==> src/rtl/meg_pkg.sv <==
package meg_pkg;

	localparam int LEVEL_BITS     = 24;
	localparam int FRAC_BITS      = 16;
	localparam int RATE_W         = FRAC_BITS + 2;
	localparam int STRETCH_W      = 20;
	localparam int STRETCH_FRAC   = 16;
	localparam int IDX_W          = 6;
	localparam int NUM_W          = IDX_W + 1;
	localparam int CFG_W          = 20;
	localparam int MAX_POINTS_DEF = 40;

	localparam logic [RATE_W-1:0]    RATE_CAP      = {2'b10, {FRAC_BITS{1'b0}}};
	localparam logic [STRETCH_W-1:0] STRETCH_RESET = STRETCH_W'(65536);
	localparam logic [IDX_W-1:0]     COUNT_RESET   = IDX_W'(2);

	typedef enum logic [1:0] {
		ACT_TICK    = 2'd0,
		ACT_RELEASE = 2'd1,
		ACT_LOAD    = 2'd2,
		ACT_START   = 2'd3
	} action_t;

	typedef enum logic [1:0] {
		CFG_POINT_COUNT   = 2'd0,
		CFG_SUSTAIN_POINT = 2'd1,
		CFG_FORCED        = 2'd2,
		CFG_STRETCH       = 2'd3
	} cfg_index_t;

	typedef struct packed {
		action_t                      action;
		logic [IDX_W-1:0]             point_index;
		logic signed [LEVEL_BITS-1:0] point_level;
		logic [RATE_W-1:0]            point_rate;
	} meg_cmd_t;

	typedef struct packed {
		logic signed [LEVEL_BITS-1:0] level;
		logic                         done_res;
	} meg_res_t;

	// a + floor((b - a) * t / unit)
	function automatic logic signed [LEVEL_BITS-1:0] interp(
		input logic signed [LEVEL_BITS-1:0] a,
		input logic signed [LEVEL_BITS-1:0] b,
		input logic [FRAC_BITS-1:0] t
	);
		logic signed [LEVEL_BITS:0]             d;
		logic signed [LEVEL_BITS+FRAC_BITS+1:0] p;
		logic signed [LEVEL_BITS+1:0]           q;
		logic signed [LEVEL_BITS+1:0]           s;
		d = {b[LEVEL_BITS-1], b} - {a[LEVEL_BITS-1], a};
		p = d * $signed({1'b0, t});
		q = p[LEVEL_BITS+FRAC_BITS+1:FRAC_BITS];
		s = {{2{a[LEVEL_BITS-1]}}, a} + q;
		return s[LEVEL_BITS-1:0];
	endfunction

endpackage

==> src/rtl/multipoint_envelope_generator.sv <==
// channel  direction  handshake              payload
// cmd      in         cmd_valid / cmd_stall  meg_cmd_t (action, point_index, point_level, point_rate)
// res      out        res_valid / res_stall  meg_res_t (level, done_res)
// cfg      in         cfg_valid / cfg_ready  cfg_index, cfg_data
//
// one item per cycle while cmd_stall is low: an item is held in the input register, and a tick's result
// is then written to the result register.
// table reads are registered and always track the next state, so a tick finds its
// points ready whatever came before it; loads are forwarded into the read registers.
// reset clears the envelope state, the configuration and the valid flags; the point tables hold nothing
// until loaded and get no clearing pass.
// cmd_stall rises only while a tick waits in the input register behind a stalled result;
// cfg_ready is always high.
module multipoint_envelope_generator import meg_pkg::*; #(
	parameter int MAX_POINTS = MAX_POINTS_DEF
) (
	input  logic                 clk,
	input  logic                 arst_n,
	input  logic                 cmd_valid,
	output logic                 cmd_stall,
	input  meg_cmd_t             cmd,
	output logic                 res_valid,
	input  logic                 res_stall,
	output meg_res_t             res,
	input  logic                 cfg_valid,
	output logic                 cfg_ready,
	input  cfg_index_t           cfg_index,
	input  logic [CFG_W-1:0]     cfg_data
);

	localparam int AW    = $clog2(MAX_POINTS);
	localparam int SEG_W = $clog2(MAX_POINTS + 1);
	localparam int PS_W  = RATE_W + STRETCH_W - STRETCH_FRAC + 1;
	localparam logic [NUM_W-1:0] MAXP = NUM_W'(MAX_POINTS);

	typedef struct packed {
		logic [NUM_W-1:0] pc;
		logic             has_sus;
		logic [NUM_W-1:0] tgt;
		logic [NUM_W-1:0] relseg;
	} geom_t;

	function automatic geom_t geom(input logic [IDX_W-1:0] pcount, input logic [IDX_W-1:0] sus);
		logic [NUM_W-1:0] p;
		logic [NUM_W-1:0] s;
		geom_t            g;
		p = {1'b0, pcount};
		s = {1'b0, sus};
		if (p < NUM_W'(2)) begin
			p = NUM_W'(2);
		end else if (p > MAXP) begin
			p = MAXP;
		end
		g.pc      = p;
		g.has_sus = (s >= NUM_W'(1)) && (s + NUM_W'(2) <= p);
		g.tgt     = g.has_sus ? s + NUM_W'(1) : p - NUM_W'(1);
		g.relseg  = g.has_sus ? s + NUM_W'(2) : NUM_W'(1);
		return g;
	endfunction

	function automatic logic [NUM_W-1:0] seg_clamp(input logic [SEG_W-1:0] sv);
		logic [NUM_W-1:0] v;
		v = NUM_W'(sv);
		if (v < NUM_W'(1)) begin
			v = NUM_W'(1);
		end else if (v > MAXP - NUM_W'(1)) begin
			v = MAXP - NUM_W'(1);
		end
		return v;
	endfunction

	function automatic logic [AW-1:0] addr_clamp(input logic [NUM_W-1:0] v);
		logic [AW-1:0] a;
		if (v > MAXP - NUM_W'(1)) begin
			a = AW'(MAX_POINTS - 1);
		end else begin
			a = v[AW-1:0];
		end
		return a;
	endfunction

	// configuration
	logic [IDX_W-1:0]     pcount_q, pcount_d;
	logic [IDX_W-1:0]     sus_q, sus_d;
	logic                 forced_q;
	logic [STRETCH_W-1:0] stretch_q;

	assign cfg_ready = 1'b1;
	assign pcount_d  = (cfg_valid && cfg_index == CFG_POINT_COUNT) ? cfg_data[IDX_W-1:0] : pcount_q;
	assign sus_d     = (cfg_valid && cfg_index == CFG_SUSTAIN_POINT) ? cfg_data[IDX_W-1:0] : sus_q;

	always_ff @(posedge clk or negedge arst_n) begin
		if (!arst_n) begin
			pcount_q  <= COUNT_RESET;
			sus_q     <= '0;
			forced_q  <= 1'b0;
			stretch_q <= STRETCH_RESET;
		end else if (cfg_valid) begin
			case (cfg_index)
				CFG_POINT_COUNT:   pcount_q  <= cfg_data[IDX_W-1:0];
				CFG_SUSTAIN_POINT: sus_q     <= cfg_data[IDX_W-1:0];
				CFG_FORCED:        forced_q  <= cfg_data[0];
				CFG_STRETCH:       stretch_q <= cfg_data[STRETCH_W-1:0];
				default:           pcount_q  <= pcount_q;
			endcase
		end
	end

	// input register and result register
	meg_cmd_t s1_q;
	logic     s1_valid_q;
	logic     s1_fire;
	logic     s1_tick;
	logic     accept;
	meg_res_t res_q;
	logic     res_valid_q;

	assign s1_tick   = s1_q.action == ACT_TICK;
	assign s1_fire   = s1_valid_q && !(s1_tick && res_valid_q && res_stall);
	assign cmd_stall = s1_valid_q && !s1_fire;
	assign accept    = cmd_valid && !cmd_stall;
	assign res_valid = res_valid_q;
	assign res       = res_q;

	always_ff @(posedge clk or negedge arst_n) begin
		if (!arst_n) begin
			s1_valid_q <= 1'b0;
		end else if (accept) begin
			s1_valid_q <= 1'b1;
		end else if (s1_fire) begin
			s1_valid_q <= 1'b0;
		end
	end

	always_ff @(posedge clk) begin
		if (accept) begin
			s1_q <= cmd;
		end
	end

	// envelope state
	logic [SEG_W-1:0]             seg_q, seg_n, seg_d;
	logic [FRAC_BITS-1:0]         phase_q, phase_n;
	logic [RATE_W-1:0]            step_q, step_n;
	logic signed [LEVEL_BITS-1:0] held_q, held_n;
	logic                         kr_q, kr_n, kr_d;
	logic                         rp_q, rp_n, rp_d;
	logic                         fin_q, fin_n, fin_d;
	logic                         sflag_q, sflag_n;

	// table read ports
	logic signed [LEVEL_BITS-1:0] lvl_mem [MAX_POINTS];
	logic [RATE_W-1:0]            rate_mem [MAX_POINTS];
	logic signed [LEVEL_BITS-1:0] la_data, lb_data;
	logic [RATE_W-1:0]            ra_data, rb_data;
	logic [AW-1:0]                la, lb, ra, rb, wa;
	logic                         we;
	logic signed [LEVEL_BITS-1:0] wlvl;
	logic [RATE_W-1:0]            wrate;

	assign we    = s1_fire && s1_q.action == ACT_LOAD && ({1'b0, s1_q.point_index} < MAXP);
	assign wa    = s1_q.point_index[AW-1:0];
	assign wlvl  = s1_q.point_level;
	assign wrate = (s1_q.point_rate > RATE_CAP) ? RATE_CAP : s1_q.point_rate;

	always_ff @(posedge clk) begin
		if (we) begin
			lvl_mem[wa]  <= wlvl;
			rate_mem[wa] <= wrate;
		end
		la_data <= (we && wa == la) ? wlvl : lvl_mem[la];
		lb_data <= (we && wa == lb) ? wlvl : lvl_mem[lb];
		ra_data <= (we && wa == ra) ? wrate : rate_mem[ra];
		rb_data <= (we && wa == rb) ? wrate : rate_mem[rb];
	end

	// tick datapath on current state
	geom_t                               gq;
	logic [NUM_W-1:0]                    ic;
	logic                                hold;
	logic [RATE_W-1:0]                   step_base;
	logic [RATE_W+STRETCH_W-1:0]         rel_prod;
	logic [PS_W-1:0]                     psum_rel;
	logic [RATE_W:0]                     psum_nrm;
	logic signed [LEVEL_BITS-1:0]        ia, ib, iv;
	logic signed [LEVEL_BITS-1:0]        res_lvl;

	assign gq        = geom(pcount_q, sus_q);
	assign ic        = seg_clamp(seg_q);
	assign hold      = gq.has_sus && (NUM_W'(seg_q) == {1'b0, sus_q} + NUM_W'(1)) && !kr_q;
	assign step_base = sflag_q ? ra_data : step_q;
	assign rel_prod  = ra_data * stretch_q;
	assign psum_rel  = PS_W'(phase_q) + PS_W'(rel_prod[RATE_W+STRETCH_W-1:STRETCH_FRAC]);
	assign psum_nrm  = (RATE_W+1)'(phase_q) + (RATE_W+1)'(step_base);
	assign ia        = rp_q ? held_q : la_data;
	assign ib        = rp_q ? la_data : lb_data;
	assign iv        = interp(ia, ib, phase_q);

	always_comb begin
		logic                         seg_end;
		logic                         inst;
		logic signed [LEVEL_BITS-1:0] lvl;
		seg_n   = seg_q;
		phase_n = phase_q;
		step_n  = step_base;
		held_n  = held_q;
		kr_n    = kr_q;
		rp_n    = rp_q;
		fin_n   = fin_q;
		sflag_n = 1'b0;
		seg_end = 1'b0;
		inst    = 1'b0;
		lvl     = la_data;
		case (s1_q.action)
			ACT_TICK: begin
				if (fin_q || hold) begin
					lvl    = la_data;
					held_n = lvl;
				end else if (rp_q) begin
					if (ra_data == '0) begin
						lvl     = la_data;
						seg_end = 1'b1;
					end else begin
						lvl = iv;
						if (psum_rel[PS_W-1:FRAC_BITS] != '0) begin
							seg_end = 1'b1;
						end else begin
							phase_n = psum_rel[FRAC_BITS-1:0];
						end
					end
					if (seg_end) begin
						seg_n   = SEG_W'(gq.relseg);
						rp_n    = 1'b0;
						phase_n = '0;
						step_n  = (gq.relseg < gq.pc) ? rb_data : '0;
						if (!gq.has_sus || gq.relseg >= gq.pc) begin
							fin_n = 1'b1;
						end
					end
				end else begin
					inst = (step_base == '0) || (step_base[RATE_W-1:FRAC_BITS] != '0);
					lvl  = inst ? lb_data : iv;
					if (inst || psum_nrm[RATE_W:FRAC_BITS] != '0) begin
						if (ic >= gq.pc - NUM_W'(1)) begin
							fin_n = 1'b1;
							seg_n = SEG_W'(ic);
						end else begin
							seg_n = SEG_W'(ic + NUM_W'(1));
						end
						phase_n = '0;
						step_n  = rb_data;
					end else begin
						phase_n = psum_nrm[FRAC_BITS-1:0];
					end
					held_n = lvl;
				end
			end
			ACT_RELEASE: begin
				if (!kr_q) begin
					kr_n = 1'b1;
					if (forced_q) begin
						phase_n = '0;
						rp_n    = 1'b1;
					end
				end
			end
			ACT_START: begin
				seg_n   = SEG_W'(1);
				phase_n = '0;
				sflag_n = 1'b1;
				held_n  = '0;
				kr_n    = 1'b0;
				rp_n    = 1'b0;
				fin_n   = 1'b0;
			end
			default: begin
				seg_n = seg_q;
			end
		endcase
		res_lvl = lvl;
	end

	always_ff @(posedge clk or negedge arst_n) begin
		if (!arst_n) begin
			seg_q   <= SEG_W'(1);
			phase_q <= '0;
			step_q  <= '0;
			held_q  <= '0;
			kr_q    <= 1'b0;
			rp_q    <= 1'b0;
			fin_q   <= 1'b0;
			sflag_q <= 1'b0;
		end else if (s1_fire) begin
			seg_q   <= seg_n;
			phase_q <= phase_n;
			step_q  <= step_n;
			held_q  <= held_n;
			kr_q    <= kr_n;
			rp_q    <= rp_n;
			fin_q   <= fin_n;
			sflag_q <= sflag_n;
		end
	end

	always_ff @(posedge clk or negedge arst_n) begin
		if (!arst_n) begin
			res_valid_q <= 1'b0;
		end else if (s1_fire && s1_tick) begin
			res_valid_q <= 1'b1;
		end else if (!res_stall) begin
			res_valid_q <= 1'b0;
		end
	end

	always_ff @(posedge clk) begin
		if (s1_fire && s1_tick) begin
			res_q.level    <= res_lvl;
			res_q.done_res <= fin_n;
		end
	end

	// read addresses follow the state and configuration of the next cycle
	geom_t            gd;
	logic [NUM_W-1:0] icd;
	logic             hold_d;

	assign seg_d  = s1_fire ? seg_n : seg_q;
	assign kr_d   = s1_fire ? kr_n : kr_q;
	assign rp_d   = s1_fire ? rp_n : rp_q;
	assign fin_d  = s1_fire ? fin_n : fin_q;
	assign gd     = geom(pcount_d, sus_d);
	assign icd    = seg_clamp(seg_d);
	assign hold_d = gd.has_sus && (NUM_W'(seg_d) == {1'b0, sus_d} + NUM_W'(1)) && !kr_d;

	always_comb begin
		if (fin_d) begin
			la = addr_clamp(gd.pc - NUM_W'(1));
		end else if (hold_d) begin
			la = addr_clamp({1'b0, sus_d});
		end else if (rp_d) begin
			la = addr_clamp(gd.tgt);
		end else begin
			la = addr_clamp(icd - NUM_W'(1));
		end
		lb = addr_clamp(icd);
		ra = rp_d ? addr_clamp(gd.tgt) : AW'(1);
		rb = rp_d ? addr_clamp(gd.relseg) : addr_clamp(icd + NUM_W'(1));
	end

endmodule
==> config.mk <==
export PLATFORM = sky130hd
export DESIGN_NAME = multipoint_envelope_generator
export DESIGN_NICKNAME = d
export VERILOG_FILES = /design/src/rtl/meg_pkg.sv /design/src/rtl/multipoint_envelope_generator.sv
export SDC_FILE = /design/constraint.sdc
export NUM_CORES = 2
export LEC_CHECK = 0
export ABC_CLOCK_PERIOD_IN_PS = 25200
export BUFFER_PORTS_ARGS = -buffer_cell sky130_fd_sc_hd__buf_2
export CORE_ASPECT_RATIO = 0.6
export CORE_MARGIN = 5
export CORE_UTILIZATION = 60
export CTS_CLUSTER_DIAMETER = 150
export DETAILED_ROUTE_END_ITERATION = 8
export GPL_ROUTABILITY_DRIVEN = 1
export PLACE_DENSITY = 0.79
export SYNTH_ARGS = -nofsm -noshare
export SYNTH_HDL_FRONTEND = slang
export SYNTH_SLANG_ARGS = --single-unit
==> constraint.sdc <==
create_clock -name clk -period 25.2 [get_ports clk]
set_clock_uncertainty 0.05 [all_clocks]
set_input_delay 1.26 -clock clk [delete_from_list [all_inputs] [get_ports clk]]
set_output_delay 1.26 -clock clk [all_outputs]
set_load 0.1 [all_outputs]
Word level (Yosys, flattened, before mapping)
Memory sizes are Yosys's and may differ from the RTL's. A register that Yosys moved wholly into a read port is not among the register bits. Index checks and enable logic that the tools add are counted.

Memories kept: 2. Flip-flop bits (word level): 178. Output and inout bits: 28. RAM bits: 1680.

Add/subtract/negate cells: 13. Order comparisons: 24. Muxes and demuxes: 88. Reductions and logical operators: 42. Equal/unequal tests: 15. Multipliers: 2.

Memories: lvl_mem (words 40, bits a word 24, read ports 2, clocked after memory_dff 2, write ports 1, line multipoint_envelope_generator.sv:152) `logic signed [LEVEL_BITS-1:0] lvl_mem [MAX_POINTS];`; rate_mem (words 40, bits a word 18, read ports 2, clocked after memory_dff 2, write ports 1, line multipoint_envelope_generator.sv:153) `logic [RATE_W-1:0] rate_mem [MAX_POINTS];`.

Operators with widths (count): 2-to-1 mux 24 bit (9); 2-to-1 mux 6 bit (28); 2-to-1 mux 18 bit (8); 2-to-1 mux 16 bit (8); one-hot mux 16 bit (3 select lines) (1); one-hot mux 24 bit (2 select lines) (1); greater-than comparator 7 x 6 -> 1 bit (second input constant) (6); multiplier 25 x 17 -> 40 bit (1); multiplier 18 x 20 -> 38 bit (1); logical NOT 18 bit (2); greater-than comparator 6 bit (second input constant) (5); 2-to-1 mux 1 bit (26); subtractor 24 x 24 -> 25 bit (1); adder 24 bit (1); adder 16 x 22 -> 23 bit (1); 2-to-1 mux 7 bit (3); subtractor 7 x 1 -> 7 bit (second input constant) (3); adder 16 x 18 -> 19 bit (1); greater-than comparator 18 bit (second input constant) (1); logical AND 1 bit (16); adder 6 x 1 -> 7 bit (second input constant) (2); adder 6 x 2 -> 7 bit (second input constant) (2); == test 6 x 7 -> 1 bit (2); greater-or-equal comparator 7 bit (2); other kinds (26) (53).

Depth between registers and ports, before layout
Depth after elaboration: 24. Depth in mapped cells: 65. Gate-level depth less buffers: 58.

Worst setup path after synthesis
Ideal clock, no wire load.

Path type: reg2reg. Start: register (tool-made name). End: register held_q[23]. Path buffers: 7. Data arrival time: 14.670 ns. Path slack: 10.359 ns. Cell stages (with the launch flop): 63. Period minus slack after synthesis: 14.841 ns. Path through: dfxtp_1 > clkbuf_1 > clkbuf_1 > clkbuf_1 > buf_1 > buf_1 > clkbuf_1 > mux4_2 > mux2i_1 > nand2_1 > o21ai_0 > o21a_1 > ha_1 > nor2b_1 > o21ai_0 > a21boi_0 > o21ai_0 > a21boi_0 > (+27 left out) > nor2b_1 > o21a_1 > o21a_1 > nor2_1 > ha_1 > or3_1 > o31ai_1 > o2111ai_1 > and3_1 > nor2_1 > a21oi_1 > a21o_1 > a21oi_1 > xnor2_1 > xnor2_1 > xnor2_1 > o221ai_1 > a22o_1.

RTL lines: end signal: assignment (line multipoint_envelope_generator.sv:297) `held_q <= held_n;`; end: declaration (line multipoint_envelope_generator.sv:145) `logic signed [LEVEL_BITS-1:0] held_q, held_n;`.

==> run metrics <==
Slew Limit Fails=5; Post-synth EDFFs=1755; vias in the first global route=79246; Via density=around 7.1; Hold Crit Class=in2async; Max Freq=58.4 MHz; First-pass DRT Iterations=9; maxcap violations=2; Die X=581 µm; Seq/Total Area, Yosys=~47%; via count=77875; clock transition at the registers of the reported paths=0.07 ns; cts repair resizes=0; Top FF cell, synth=edfxtp_1; synth unique cells=96; Synth Instances=8136; Tcrit/Tclk final=between 60% and 70%; Total Routing Usage GR=36.0%; Setup TNS=0 ns; Worst setup EP type=flop; Slowest-stage cell, CP=a2111oi_0; Antenna Nets Post-Route=0; top cell type's share of synthesized area=44.8%; Post-DP Area=121000 µm²; Startpoint Class=flop; Place WS=8.45 ns; Post-Route WL=~370 mm; hold-fix buffers at CTS=0; # IOs=105; final hold viol count=0; grt ovf=0; largest net degree at the start of global routing=119; outcome=complete, but fails checks; Clock Latency Late Sink=approximately 0.87 ns; hpwl dp=about 240 mm; min cycle time layout=17.12 ns; final instance area=127000 µm²; Net Count, Synth=approximately 9200; # port buffers=103; Synthesis Warnings=0; hold_ws=0.370 ns; P&R area growth vs syn=8.10%; Post-Syn Area per Cell=14.4 µm²; RD Place Congestion=around 0.95; Worst path max stage delay=1.04 ns; ys async rst share=about 5.5%; Synth area leader=edfxtp_1; CP Max Fanout=90; #FFs+latches synth=1882; top post-synthesis cells by area=edfxtp_1, mux4_2, fa_1, ha_1, inv_1; nets@finish=approximately 9200; CTS buffer count=179; htree depth=4; synth cell count leaders=edfxtp_1, mux4_2, inv_1; WS Path Type=reg2reg; WL/cell=between 30 and 40 µm; share of post-route cells with drive strength above 1=20.2%; Die Y=353 µm; Slew @ Worst Pin=between 1.5 and 2 ns; final setup fails=0; First DRT Iteration DRCs=13032; first-pass GRT wire length=541 mm; most common cell in the netlist=edfxtp_1; CTS tree=done; CTS sink cnt=1882; RSZ-0062 raised after global routing=false; Mapped Area=118000 µm²; CP dominant cell by count=fa_1; WP data arrival=17.80 ns; Post-CTS Setup Bufs=0; Crit path required time=25.87 ns; Slew HR=-1.27%; CTS root buf=clkbuf_16; FP Rows=125; core area=194000 µm²; failing checks=capacitance limit, slew limit; DRC violations left=0; Clock Path Buffers=4; antenna violations before repair=17; final worst slack=approximately 8 ns; Die Area=205000 µm²; initial core utilization=60.5%
-- layout by cell type (no fill, tap or decap), types with 18 or more instances in the layout --
| cell type | count |
|---|---|
| and2_1 | 225 |
| dfrtp_1 | 99 |
| a22oi_1 | 54 |
| ha_1 | 330 |
| nand3_1 | 58 |
| mux4_2 | 874 |
| nor2_4 | 43 |
| clkbuf_1 | 34 |
| mux2i_1 | 314 |
| nand2b_1 | 81 |
| clkinv_1 | 46 |
| clkbuf_16 | 182 |
| nor3_1 | 52 |
| a22o_1 | 49 |
| clkinv_2 | 28 |
| buf_4 | 196 |
| xor2_1 | 47 |
| nand2_1 | 678 |
| a21o_1 | 49 |
| inv_1 | 853 |
| a31oi_1 | 19 |
| and3_1 | 18 |
| a21oi_1 | 162 |
| buf_2 | 102 |
| nor2b_1 | 145 |
| xnor2_1 | 99 |
| a221oi_1 | 31 |
| fa_1 | 667 |
| edfxtp_1 | 1755 |
| o22ai_1 | 58 |
| o221ai_1 | 19 |
| mux2_2 | 120 |
| o21a_1 | 43 |
| diode_2 | 45 |
| nor2_1 | 197 |
| o21ai_0 | 170 |
| a211oi_1 | 39 |
-- final timing paths --
kind | depth (start not counted) | slack (ns) | end | startpoint
worst max-delay path | 57 | 8.08 | held_q[23] | flop
worst min-delay path | 1 | 0.37 | held_q[7] | arst_n
worst max register to register | 57 | 8.08 | held_q[23] | flop
worst min register to register | 2 | 0.44 | held_q[11] | held_q[11]
max in group asynchronous | 2 | 23.12 | stretch_q[17] | arst_n
min in group clk | 2 | 0.44 | held_q[11] | held_q[11]
-- state kept, by name (all words and copies together), names as in the netlist, named ones only --
register and cells:
fin_q 1, forced_q 1, held_q 24, kr_q 1
lvl_mem 960, pcount_q 6, phase_q 16, rate_mem 720
res 25, res_valid 1, rp_q 1, s1_q 20
s1_valid_q 1, seg_q 6, sflag_q 1, step_q 18
stretch_q 20, sus_q 6, wa 6, wlvl 24
-- critical path: cells and delay by family, from the launching register on --
family,cells,cell delay (ns)
AO/OA/AOI/OAI,19,5.48
XOR/XNOR,4,0.59
adder cells (fa/ha/maj),10,4.20
buffers and inverters,10,3.34
flip-flops,1,0.74
multiplexers,2,0.80
AND/OR/NAND/NOR,12,1.59
-- routing by layer --
layer | track usage, % | vias to the layer above | routed length (µm)
met2 | 49.4 | 7382 | 154000
met4 | 13.3 | 10 | 16400
met5 | 1.11 | - | 410
li1 | - | 30219 | -
met1 | 51.5 | 39163 | 133000
met3 | 15.3 | 1101 | 67400
-- final cells by class --
| type | instances | area (µm²) |
|---|---|---|
| clock buffers | 216 | 4680 |
| flip-flops and latches | 1882 | 55800 |
| inverters | 857 | 3220 |
| diodes | 45 | 113 |
| multi-input cells | 4908 | 56900 |
| clock inverters | 101 | 895 |
| well taps | 2603 | 3260 |
| fillers | 13205 | 67200 |
| repair buffers | 307 | 2160 |
-- per-stage QoR --
stage               util, %  cells
floorplan                 -   8136
global placement       62.5  10554
detailed placement     62.5  10554
CTS                    65.3  10871
global route           65.4  10891
finish                 65.4  10919
-- cells by family (layout without fill, tap and decap cells) --
kind of cell | after synthesis | in the layout | share of synthesized area (%)
adders and majority gates | 997 | 997 | 14.9
other | 1 | 46 | 0.00319
AOI/OAI and AO/OA | 853 | 853 | 4.93
xor gates and xnor gates | 147 | 147 | 1.10
muxes | 1310 | 1310 | 20.6
and+or+nand+nor | 1600 | 1600 | 6.53
buffers and inverters | 1346 | 1481 | 4.55
DFF | 1882 | 1882 | 47.4
Power is left out: the tool's default activity adds up to more than one toggle a clock period on the data nets, which glitch-free logic cannot reach.
